===== src/sv/rtbcv_pkg.sv =====
// Package for the tile border color vote block: widths, class codes,
// classification thresholds and the pixel classifier function.
// Depends on nothing; used by the channel interfaces, the top level and the checker.
package rtbcv_pkg;

   // Field and storage widths
   localparam int COLOR_W     = 8;
   localparam int CLASS_W     = 4;
   localparam int POS_W       = 3;
   localparam int COUNT_W     = 6;
   localparam int NUM_CLASSES = 11;
   localparam int ADDR_W      = $clog2(NUM_CLASSES);

   localparam logic [COUNT_W-1:0] COUNT_MAX = {COUNT_W{1'b1}};

   // Color classes
   localparam logic [CLASS_W-1:0] CLS_BLACK  = 4'd0;
   localparam logic [CLASS_W-1:0] CLS_WHITE  = 4'd1;
   localparam logic [CLASS_W-1:0] CLS_GRAY   = 4'd2;
   localparam logic [CLASS_W-1:0] CLS_YELLOW = 4'd3;
   localparam logic [CLASS_W-1:0] CLS_ORANGE = 4'd4;
   localparam logic [CLASS_W-1:0] CLS_RED    = 4'd5;
   localparam logic [CLASS_W-1:0] CLS_GREEN  = 4'd6;
   localparam logic [CLASS_W-1:0] CLS_BLUE   = 4'd7;
   localparam logic [CLASS_W-1:0] CLS_BROWN  = 4'd8;
   localparam logic [CLASS_W-1:0] CLS_PURPLE = 4'd9;
   localparam logic [CLASS_W-1:0] CLS_PINK   = 4'd10;
   localparam logic [CLASS_W-1:0] CLS_LAST   = CLS_PINK;

   // Thresholds
   localparam logic [COLOR_W-1:0] DARK_LIM    = 8'd20;
   localparam logic [COLOR_W-1:0] BRIGHT_LIM  = 8'd230;
   localparam logic [9:0]         GRAY_SPREAD = 10'd45;
   localparam logic [COLOR_W-1:0] WARM_RED    = 8'd200;
   localparam logic [COLOR_W-1:0] LOW_CHAN    = 8'd30;
   localparam logic [COLOR_W-1:0] YELLOW_GRN  = 8'd160;
   localparam logic [8:0]         RED_SPREAD  = 9'd200;
   localparam logic [COLOR_W-1:0] BROWN_GAP   = 8'd15;
   localparam logic [COLOR_W-1:0] PURPLE_LIM  = 8'd100;

   typedef logic [CLASS_W-1:0] class_type;
   typedef logic [COUNT_W-1:0] count_type;

   function automatic logic [COLOR_W-1:0] abs_diff(input logic [COLOR_W-1:0] a,
                                                   input logic [COLOR_W-1:0] b);
      abs_diff = (a > b) ? a - b : b - a;
   endfunction

   // Fixed-threshold classifier, first matching rule wins
   function automatic class_type classify(input logic [COLOR_W-1:0] r,
                                          input logic [COLOR_W-1:0] g,
                                          input logic [COLOR_W-1:0] b);
      logic [COLOR_W-1:0] d_rg;
      logic [COLOR_W-1:0] d_rb;
      logic [COLOR_W-1:0] d_gb;
      logic [8:0]         sum2;
      logic [9:0]         sum3;
      d_rg = abs_diff(r, g);
      d_rb = abs_diff(r, b);
      d_gb = abs_diff(g, b);
      sum2 = {1'b0, d_rg} + {1'b0, d_rb};
      sum3 = {1'b0, sum2} + {2'b00, d_gb};
      if (r < DARK_LIM && g < DARK_LIM && b < DARK_LIM)
         classify = CLS_BLACK;
      else if (r > BRIGHT_LIM && g > BRIGHT_LIM && b > BRIGHT_LIM)
         classify = CLS_WHITE;
      else if (sum3 < GRAY_SPREAD)
         classify = CLS_GRAY;
      else if (r > WARM_RED && g > LOW_CHAN && b < LOW_CHAN)
         classify = (g > YELLOW_GRN) ? CLS_YELLOW : CLS_ORANGE;
      else if (sum2 > RED_SPREAD && g < LOW_CHAN && b < LOW_CHAN)
         classify = CLS_RED;
      else if (g >= r && g > b)
         classify = CLS_GREEN;
      else if (b > r && b > g && g > r)
         classify = CLS_BLUE;
      else if (r > g) begin
         if (g > b && d_gb > BROWN_GAP)
            classify = CLS_BROWN;
         else if (r < PURPLE_LIM)
            classify = CLS_PURPLE;
         else
            classify = CLS_PINK;
      end else
         classify = CLS_BLACK;
   endfunction

endpackage


===== src/sv/rtbcv_chan_if.sv =====
// Valid/ready channel interfaces: border pixel requests and tile color responses.
// Depends on rtbcv_pkg.
interface rtbcv_req_if;
   import rtbcv_pkg::*;
   logic               valid;
   logic               ready;
   logic [COLOR_W-1:0] red;
   logic [COLOR_W-1:0] green;
   logic [COLOR_W-1:0] blue;
   logic               first_of_tile;
   logic               last_of_tile;
   logic [POS_W-1:0]   tile_row;
   logic [POS_W-1:0]   tile_col;

   modport source (output valid, red, green, blue, first_of_tile, last_of_tile,
                   tile_row, tile_col, input ready);
   modport sink   (input valid, red, green, blue, first_of_tile, last_of_tile,
                   tile_row, tile_col, output ready);
endinterface

interface rtbcv_rsp_if;
   import rtbcv_pkg::*;
   logic             valid;
   logic             ready;
   class_type        tile_color;
   logic [POS_W-1:0] out_row;
   logic [POS_W-1:0] out_col;

   modport source (output valid, tile_color, out_row, out_col, input ready);
   modport sink   (input valid, tile_color, out_row, out_col, output ready);
endinterface


===== src/sv/rtbcv_ram.sv =====
// Generic single-port-write, single-port-read RAM with registered read data.
// Depends on nothing.
module rtbcv_ram #(
   parameter int WIDTH = 8,
   parameter int DEPTH = 16
) (
   input  logic                     clock,
   input  logic                     wr_en,
   input  logic [$clog2(DEPTH)-1:0] wr_addr,
   input  logic [WIDTH-1:0]         wr_data,
   input  logic                     rd_en,
   input  logic [$clog2(DEPTH)-1:0] rd_addr,
   output logic [WIDTH-1:0]         rd_data
);
   logic [WIDTH-1:0] mem [DEPTH];
   logic [WIDTH-1:0] rd_data_ff;

   // Read returns old data on a same-address write
   always_ff @(posedge clock) begin
      if (wr_en)
         mem[wr_addr] <= wr_data;
      if (rd_en)
         rd_data_ff <= mem[rd_addr];
   end

   assign rd_data = rd_data_ff;
endmodule


===== src/sv/rgb_tile_border_color_vote.sv =====
// Tile border color vote: classifies border pixels and reports the leading class per tile.
// Tile results are registered after stage 1; one pixel per cycle while results do not stall.
// Throughput is set by the vote RAM read-modify-write, with one-entry forwarding.
// Synchronous reset clears the per-entry valid bits (all counts read as zero), the leader,
// the pipeline and the output register; no clearing pass is needed.
module rgb_tile_border_color_vote (
   input logic        clock,
   input logic        reset,
   rtbcv_req_if.sink  req_if,
   rtbcv_rsp_if.source rsp_if
);
   import rtbcv_pkg::*;

   // Stage 0 classify
   class_type rd_class;
   logic      req_xfer;

   // Stage 1 registers
   logic             s1_valid_ff;
   class_type        s1_class_ff;
   logic             s1_first_ff;
   logic             s1_last_ff;
   logic [POS_W-1:0] s1_row_ff;
   logic [POS_W-1:0] s1_col_ff;

   // Vote state
   logic [NUM_CLASSES-1:0] vote_vld_ff, vote_vld_in;
   class_type              leader_ff, leader_in;
   count_type              leader_cnt_ff, leader_cnt_in;
   count_type              ram_rd_data;

   // Forwarding of the most recent write; held while stage 1 stalls
   logic      fwd_valid_ff;
   class_type fwd_class_ff;
   count_type fwd_count_ff;

   // Output register
   logic             rsp_valid_ff;
   class_type        rsp_color_ff;
   logic [POS_W-1:0] rsp_row_ff;
   logic [POS_W-1:0] rsp_col_ff;

   logic      out_free;
   logic      s1_go;
   count_type base_count;
   count_type new_count;

   assign rd_class = classify(req_if.red, req_if.green, req_if.blue);
   assign out_free = !rsp_valid_ff || rsp_if.ready;
   assign s1_go    = s1_valid_ff && (!s1_last_ff || out_free);
   assign req_if.ready = !s1_valid_ff || s1_go;
   assign req_xfer = req_if.valid && req_if.ready;

   rtbcv_ram #(
      .WIDTH (COUNT_W),
      .DEPTH (NUM_CLASSES)
   ) u_vote_ram (
      .clock   (clock),
      .wr_en   (s1_go),
      .wr_addr (s1_class_ff[ADDR_W-1:0]),
      .wr_data (new_count),
      .rd_en   (req_xfer),
      .rd_addr (rd_class[ADDR_W-1:0]),
      .rd_data (ram_rd_data)
   );

   // Count before this pixel: cleared tile, forwarded write, stored entry or zero
   always_comb begin
      if (s1_first_ff)
         base_count = '0;
      else if (fwd_valid_ff && fwd_class_ff == s1_class_ff)
         base_count = fwd_count_ff;
      else if (vote_vld_ff[s1_class_ff[ADDR_W-1:0]])
         base_count = ram_rd_data;
      else
         base_count = '0;
      new_count = (base_count == COUNT_MAX) ? COUNT_MAX : base_count + 1'b1;
   end

   // Leader update; the leader's own count is kept beside it
   always_comb begin
      class_type cur_leader;
      count_type cur_cnt;
      cur_leader  = s1_first_ff ? CLS_BLACK : leader_ff;
      cur_cnt     = s1_first_ff ? '0 : leader_cnt_ff;
      vote_vld_in = s1_first_ff ? '0 : vote_vld_ff;
      vote_vld_in[s1_class_ff[ADDR_W-1:0]] = 1'b1;
      leader_in     = cur_leader;
      leader_cnt_in = cur_cnt;
      if (s1_class_ff == cur_leader)
         leader_cnt_in = new_count;
      else if (new_count > cur_cnt) begin
         leader_in     = s1_class_ff;
         leader_cnt_in = new_count;
      end
   end

   // Pipeline, vote state and forwarding registers
   always_ff @(posedge clock) begin
      if (reset) begin
         s1_valid_ff   <= 1'b0;
         vote_vld_ff   <= '0;
         leader_ff     <= CLS_BLACK;
         leader_cnt_ff <= '0;
         fwd_valid_ff  <= 1'b0;
      end else begin
         if (req_xfer)
            s1_valid_ff <= 1'b1;
         else if (s1_go)
            s1_valid_ff <= 1'b0;
         if (s1_go)
            fwd_valid_ff <= 1'b1;
         if (s1_go) begin
            vote_vld_ff   <= vote_vld_in;
            leader_ff     <= leader_in;
            leader_cnt_ff <= leader_cnt_in;
         end
      end
   end

   always_ff @(posedge clock) begin
      if (req_xfer) begin
         s1_class_ff <= rd_class;
         s1_first_ff <= req_if.first_of_tile;
         s1_last_ff  <= req_if.last_of_tile;
         s1_row_ff   <= req_if.tile_row;
         s1_col_ff   <= req_if.tile_col;
      end
      if (s1_go) begin
         fwd_class_ff <= s1_class_ff;
         fwd_count_ff <= new_count;
      end
   end

   // Result register
   always_ff @(posedge clock) begin
      if (reset)
         rsp_valid_ff <= 1'b0;
      else if (s1_go && s1_last_ff)
         rsp_valid_ff <= 1'b1;
      else if (rsp_if.ready)
         rsp_valid_ff <= 1'b0;
   end

   always_ff @(posedge clock) begin
      if (s1_go && s1_last_ff) begin
         rsp_color_ff <= leader_in;
         rsp_row_ff   <= s1_row_ff;
         rsp_col_ff   <= s1_col_ff;
      end
   end

   assign rsp_if.valid      = rsp_valid_ff;
   assign rsp_if.tile_color = rsp_color_ff;
   assign rsp_if.out_row    = rsp_row_ff;
   assign rsp_if.out_col    = rsp_col_ff;
endmodule


===== src/flat_wrapper.sv =====
// flat-port wrapper written by rule: the top's interface ports become plain ports
module rgb_tile_border_color_vote_flat import rtbcv_pkg::*;
  (clock, reset, req_if_valid, req_if_red, req_if_green, req_if_blue, req_if_first_of_tile, req_if_last_of_tile, req_if_tile_row, req_if_tile_col, req_if_ready, rsp_if_valid, rsp_if_tile_color, rsp_if_out_row, rsp_if_out_col, rsp_if_ready);
  rtbcv_req_if req_if_i ();
  rtbcv_rsp_if rsp_if_i ();
  input logic clock;
  input logic reset;
  input wire logic [$bits(req_if_i.valid)-1:0] req_if_valid;
  input wire logic [$bits(req_if_i.red)-1:0] req_if_red;
  input wire logic [$bits(req_if_i.green)-1:0] req_if_green;
  input wire logic [$bits(req_if_i.blue)-1:0] req_if_blue;
  input wire logic [$bits(req_if_i.first_of_tile)-1:0] req_if_first_of_tile;
  input wire logic [$bits(req_if_i.last_of_tile)-1:0] req_if_last_of_tile;
  input wire logic [$bits(req_if_i.tile_row)-1:0] req_if_tile_row;
  input wire logic [$bits(req_if_i.tile_col)-1:0] req_if_tile_col;
  output wire logic [$bits(req_if_i.ready)-1:0] req_if_ready;
  output wire logic [$bits(rsp_if_i.valid)-1:0] rsp_if_valid;
  output wire logic [$bits(rsp_if_i.tile_color)-1:0] rsp_if_tile_color;
  output wire logic [$bits(rsp_if_i.out_row)-1:0] rsp_if_out_row;
  output wire logic [$bits(rsp_if_i.out_col)-1:0] rsp_if_out_col;
  input wire logic [$bits(rsp_if_i.ready)-1:0] rsp_if_ready;
  assign req_if_i.valid = req_if_valid;
  assign req_if_i.red = req_if_red;
  assign req_if_i.green = req_if_green;
  assign req_if_i.blue = req_if_blue;
  assign req_if_i.first_of_tile = req_if_first_of_tile;
  assign req_if_i.last_of_tile = req_if_last_of_tile;
  assign req_if_i.tile_row = req_if_tile_row;
  assign req_if_i.tile_col = req_if_tile_col;
  assign req_if_ready = req_if_i.ready;
  assign rsp_if_valid = rsp_if_i.valid;
  assign rsp_if_tile_color = rsp_if_i.tile_color;
  assign rsp_if_out_row = rsp_if_i.out_row;
  assign rsp_if_out_col = rsp_if_i.out_col;
  assign rsp_if_i.ready = rsp_if_ready;
  rgb_tile_border_color_vote u_core (.clock(clock), .reset(reset), .req_if(req_if_i), .rsp_if(rsp_if_i));
endmodule

===== config.mk =====
export PLATFORM = sky130hd
export DESIGN_NAME = rgb_tile_border_color_vote_flat
export DESIGN_NICKNAME = d
export VERILOG_FILES = /design/src/sv/rtbcv_pkg.sv /design/src/sv/rtbcv_chan_if.sv /design/src/sv/rtbcv_ram.sv /design/src/sv/rgb_tile_border_color_vote.sv /design/src/flat_wrapper.sv
export SDC_FILE = /design/constraint.sdc
export NUM_CORES = 1
export LEC_CHECK = 0
export BUFFER_PORTS_ARGS = -buffer_cell sky130_fd_sc_hd__buf_2
export CORE_ASPECT_RATIO = 0.5
export CORE_MARGIN = 2
export CORE_UTILIZATION = 40
export DETAILED_ROUTE_END_ITERATION = 10
export HOLD_SLACK_MARGIN = 0.03
export SYNTH_ARGS = -nofsm -noshare
export SYNTH_HDL_FRONTEND = slang
export SYNTH_SLANG_ARGS = --single-unit

===== constraint.sdc =====
create_clock -name clock -period 17.4 [get_ports clock]
set_input_delay 0.87 -clock clock [delete_from_list [all_inputs] [get_ports clock]]
set_output_delay 0.87 -clock clock [all_outputs]
set_load 0.05 [all_outputs]

==> flow_metrics.py <==
metrics = {
    "outcome": {
        "status": "finished clean",
    },
    "cells_and_area": {
        "diodes": 0,
        "utilization": 0.460,
        "n_fill_cell": 1927,
        "drive_gt1_frac": 0.140,
        "final_design_area_no_fill_sq_um": 9480,
        "net_count_final": 947,
        "area_growth_from_synthesis_to_layout_pct": 12.4,
    },
    "clock_tree": {
        "numClockSinks": 128,
        "post_cts_hold_buffer_count": 0,
        "resized_after_cts": 0,
        "cts-root-to-sink-buffers": 2,
        "numCtsBuffers": 17,
        "clockRootBuffer": "clkbuf_16",
        "cts_tree": "built",
        "clock_latency_ns": 0.42,
        "cts-htree-levels": 4,
        "post-cts-setup-buffers": 0,
        "clk_pin_slew_worst_setup_hold_paths_ns": 0.05,
    },
    "pwr": {
        "ir_drop_worst_vdd_mv": 0.0607,
        "power.density_cell_area_nw_per_um2": 126,
        "p_clk_frac": 0.282,
        "pwr-share-seq": 0.316,
        "static_leakage_nw": 3.74,
        "power.switching_mw": 0.419,
        "switching_share": 0.352,
        "p_comb_frac": 0.402,
        "p_int_mw": 0.773,
    },
    "run": {
        "maxCapViolCount": 0,
    },
    "critical_path": {
        "critical_path.max_stage_delay_ns": 0.91,
        "worst_setup_path_end_kind": "flip-flop",
        "r2r_cells": 21,
        "worstPathMaxFanout": 37,
        "r2r-start": "u_core.s1_class_ff[1]",
        "worst-endpoint-required_ns": 17.65,
        "ff2ff_setup_slack_ns": 11.32,
        "critical_path.reg2reg.endpoint": "u_core.leader_ff[0]",
        "critical-path-slowest-cell": "o21ba_2",
        "crit_top_cell": "ha_1",
        "worst-setup-path-type": "input pin to flip-flop",
        "worstPathArrival_ns": 8.16,
        "crit_path_start_kind": "input pin",
    },
    "sta": {
        "tightest_slew_ns": 1.21,
        "setup_tns_ns": 0,
        "hold_ws_ns": 0.415,
        "timing_max_transition_violations_final": 0,
        "grt_setup_unrepaired": "no",
        "report.final.setup_viol": 0,
        "fin_worst_skew_ns": 0.00835,
        "final_min_period_over_clock_period": 0.455,
        "fmax_achieved_mhz": 126,
        "final_period_minus_worst_setup_slack_ns": 7.91,
        "max-slew-margin-rel": 0.189,
        "finalHoldViolCount": 0,
    },
    "floorplan": {
        "standard_cell_rows": 37,
        "floorplan.die.height_um": 107,
        "fp.dieArea_sq_um": 22300,
        "initial_core_utilization": 0.409,
        "die_width_um": 209,
        "fp.coreArea_sq_um": 20600,
        "design.portCount": 48,
    },
    "placement": {
        "dpl_cell_area_sq_um": 8900,
        "hpwlAfterDp_um": 15000,
        "routabilityCongestion": 0.938,
        "port_buffers": 47,
    },
    "synthesis": {
        "syn_inst": 788,
        "synth_top_family_by_area": "compound AO/OA/AOI/OAI gates",
        "ys_seq_elements": 128,
        "netlist_area_sq_um": 8430,
        "sequential_area_share_after_synthesis": 0.427,
        "synth_async_sr_flop_share": 0,
        "synth_compound_area_frac": 0.163,
        "synth_simple_gate_area_frac": 0.134,
        "muxShareOfSynthArea": 0.0804,
        "synthesis.area_per_instance_sq_um": 10.7,
        "synthXorXnorAreaFrac": 0.0289,
        "synth_edf_count": 104,
        "yosysWarningCount": 0,
        "synth_fp_nets": 903,
        "synth_adder_area_share": 0.124,
        "yosys_most_used_dff": "edfxtp_1",
        "number_of_distinct_library_cells_after_synthesis": 79,
    },
    "route": {
        "drt-wirelength-per-cell_um": 18.0,
        "drc_errors": 0,
        "route.detailed.vias_per_inst": 5.57,
        "via_count": 6228,
        "first_iter_violations": 552,
        "firstDrtPassIters": 6,
        "route.antenna.remaining_nets": 0,
        "routed_wl_um": 20100,
    },
    "min_path": {
        "hold_start": "u_core.s1_col_ff[0]",
        "hold_class": "flip-flop to flip-flop",
        "hold_depth": 0,
        "min_to": "u_core.rsp_if.out_col[0]",
    },
    "global_routing": {
        "grt_overflow": 0,
        "vias_in_the_first_global_route": 5896,
        "number_of_antenna_violations_at_the_first_check_in_global_routing": 0,
        "grt_start_max_net_pins": 38,
        "grt_util_all_layers": 0.187,
        "wire_length_of_the_first_global_routing_pass_um": 32100,
    },
}
-- cell usage in the layout (no fill, tap or decap), types with 8 or more instances in the layout --
| cell type | n |
|---|---|
| edfxtp_1 | 104 |
| ha_1 | 71 |
| nor2_1 | 61 |
| inv_1 | 57 |
| a21oi_1 | 47 |
| buf_2 | 47 |
| mux2i_1 | 43 |
| nand2_1 | 29 |
| dfxtp_1 | 24 |
| o21ai_0 | 20 |
| mux2_2 | 18 |
| nand2b_1 | 17 |
| a21o_1 | 17 |
| nand3_1 | 17 |
| clkbuf_16 | 17 |
| nor2b_1 | 16 |
| nand4_1 | 16 |
| xnor2_1 | 16 |
| nor3_1 | 15 |
| a22o_1 | 13 |
| or3_1 | 11 |
| a22oi_1 | 11 |
| xor2_1 | 10 |
| o211ai_1 | 10 |
| a211oi_1 | 8 |
| fa_1 | 8 |
-- logic make-up (layout without fill, tap and decap cells) --
| family | Yosys count | in the layout |
|---|---|---|
| compound gates | 194 | 194 |
| xor+xnor | 27 | 27 |
| fa+ha+maj | 79 | 79 |
| buf+inv | 83 | 140 |
| flops | 128 | 128 |
| mux | 63 | 63 |
| simple gates | 214 | 214 |
-- area by class of cell --
| type | instances | area, sq um | area share |
|---|---|---|---|
| multi-input combinational | 577 | 4480 | 0.473 |
| clock buffer | 17 | 425 | 0.0449 |
| tap | 273 | 342 | 0.0360 |
| sequential | 128 | 3600 | 0.380 |
| inverter | 58 | 218 | 0.0230 |
| clock inverter | 15 | 145 | 0.0153 |
| timing repair buffer | 50 | 258 | 0.0272 |
-- routing by layer --
layer | track usage | vias to the layer above | wire, um
li1 | - | 3050 | -
met1 | 0.252 | 3016 | 9610
met2 | 0.311 | 145 | 9370
met3 | 0.0313 | 17 | 828
met4 | 0.0536 | 0 | 286
met5 | 0 | - | 0
-- worst max path at each step --
stage | from | endpoint | slack [ns]
3_3_place_gp | req_if_red[0] | u_core.u_vote_ram.rd_data[0] | 9.32
6_report | req_if_red[0] | u_core.u_vote_ram.rd_data[1] | 9.49
2_1_floorplan | req_if_red[0] | u_core.u_vote_ram.rd_data[2] | 10.33
5_1_grt | req_if_red[0] | u_core.u_vote_ram.rd_data[3] | 8.92
4_1_cts | req_if_red[0] | u_core.u_vote_ram.rd_data[1] | 9.49
3_5_place_dp | req_if_red[0] | u_core.u_vote_ram.rd_data[1] | 9.07
-- stage by stage --
stage | std cells | total power, mW | worst slack (ns)
final | 1118 | 1.19 | 9.49
after global routing | 1118 | 1.27 | 8.92
after CTS | 1118 | 1.20 | 9.49
after detailed placement | 1086 | 0.859 | 9.07
after global placement | 1086 | 0.851 | 9.32
after floorplan | 788 | 0.767 | 10.33
-- cell usage after synthesis, drive strengths merged, types with 8 or more instances --
library cell | instances | share of area
mux2i | 43 | 0.051
fa | 8 | 0.019
nand2 | 29 | 0.013
nor2b | 16 | 0.012
edfxtp | 104 | 0.37
nor3 | 15 | 0.0089
nand4 | 16 | 0.012
buf | 12 | 0.010
a22o | 13 | 0.014
mux2 | 18 | 0.024
o211ai | 10 | 0.0089
nand3 | 18 | 0.012
nor2 | 61 | 0.027
or3 | 11 | 0.0082
a21oi | 49 | 0.030
xnor2 | 17 | 0.019
a21o | 17 | 0.015
o21ai | 25 | 0.015
a211oi | 9 | 0.0080
o31ai | 9 | 0.0098
dfxtp | 24 | 0.057
ha | 71 | 0.11
xor2 | 10 | 0.010
inv | 57 | 0.025
clkbuf | 13 | 0.0058
a22oi | 11 | 0.0098
nand2b | 17 | 0.013
-- power by group through the flow --
| stage | Combinational [mW] | Sequential (mW) | Clock [mW] |
|---|---|---|---|
| 2_1_floorplan | 0.395 | 0.373 | 0 |
| 3_3_place_gp | 0.468 | 0.383 | 0 |
| 3_5_place_dp | 0.476 | 0.383 | 0 |
| 4_1_cts | 0.479 | 0.377 | 0.342 |
| 5_1_grt | 0.533 | 0.379 | 0.356 |
| 6_report | 0.479 | 0.377 | 0.336 |
-- registers in the layout, summed over array words and instances (netlist names) --
name and flops:
u_core.u_vote_ram.mem 66, u_core.vote_vld_ff 11, u_core.fwd_count_ff 6, u_core.leader_cnt_ff 6, u_core.u_vote_ram.rd_data 6, u_core.fwd_class_ff 4, u_core.leader_ff 4, u_core.rsp_if.tile_color 4
u_core.s1_class_ff 4, u_core.rsp_if.out_col 3, u_core.rsp_if.out_row 3, u_core.s1_col_ff 3, u_core.s1_row_ff 3, u_core.fwd_valid_ff 1, u_core.rsp_if.valid 1, u_core.s1_first_ff 1
u_core.s1_last_ff 1, u_core.s1_valid_ff 1
-- critical path, delay by kind of cell --
| family | cells | cell delay (ns) |
|---|---|---|
| AOI/OAI and AO/OA | 15 | 4.42 |
| xor gates and xnor gates | 1 | 0.15 |
| adders and majority gates | 4 | 1.29 |
| buffers and inverters | 3 | 0.28 |
| muxes | 2 | 0.42 |
| and+or+nand+nor | 5 | 0.70 |
Power figures use the tool's default switching activity.
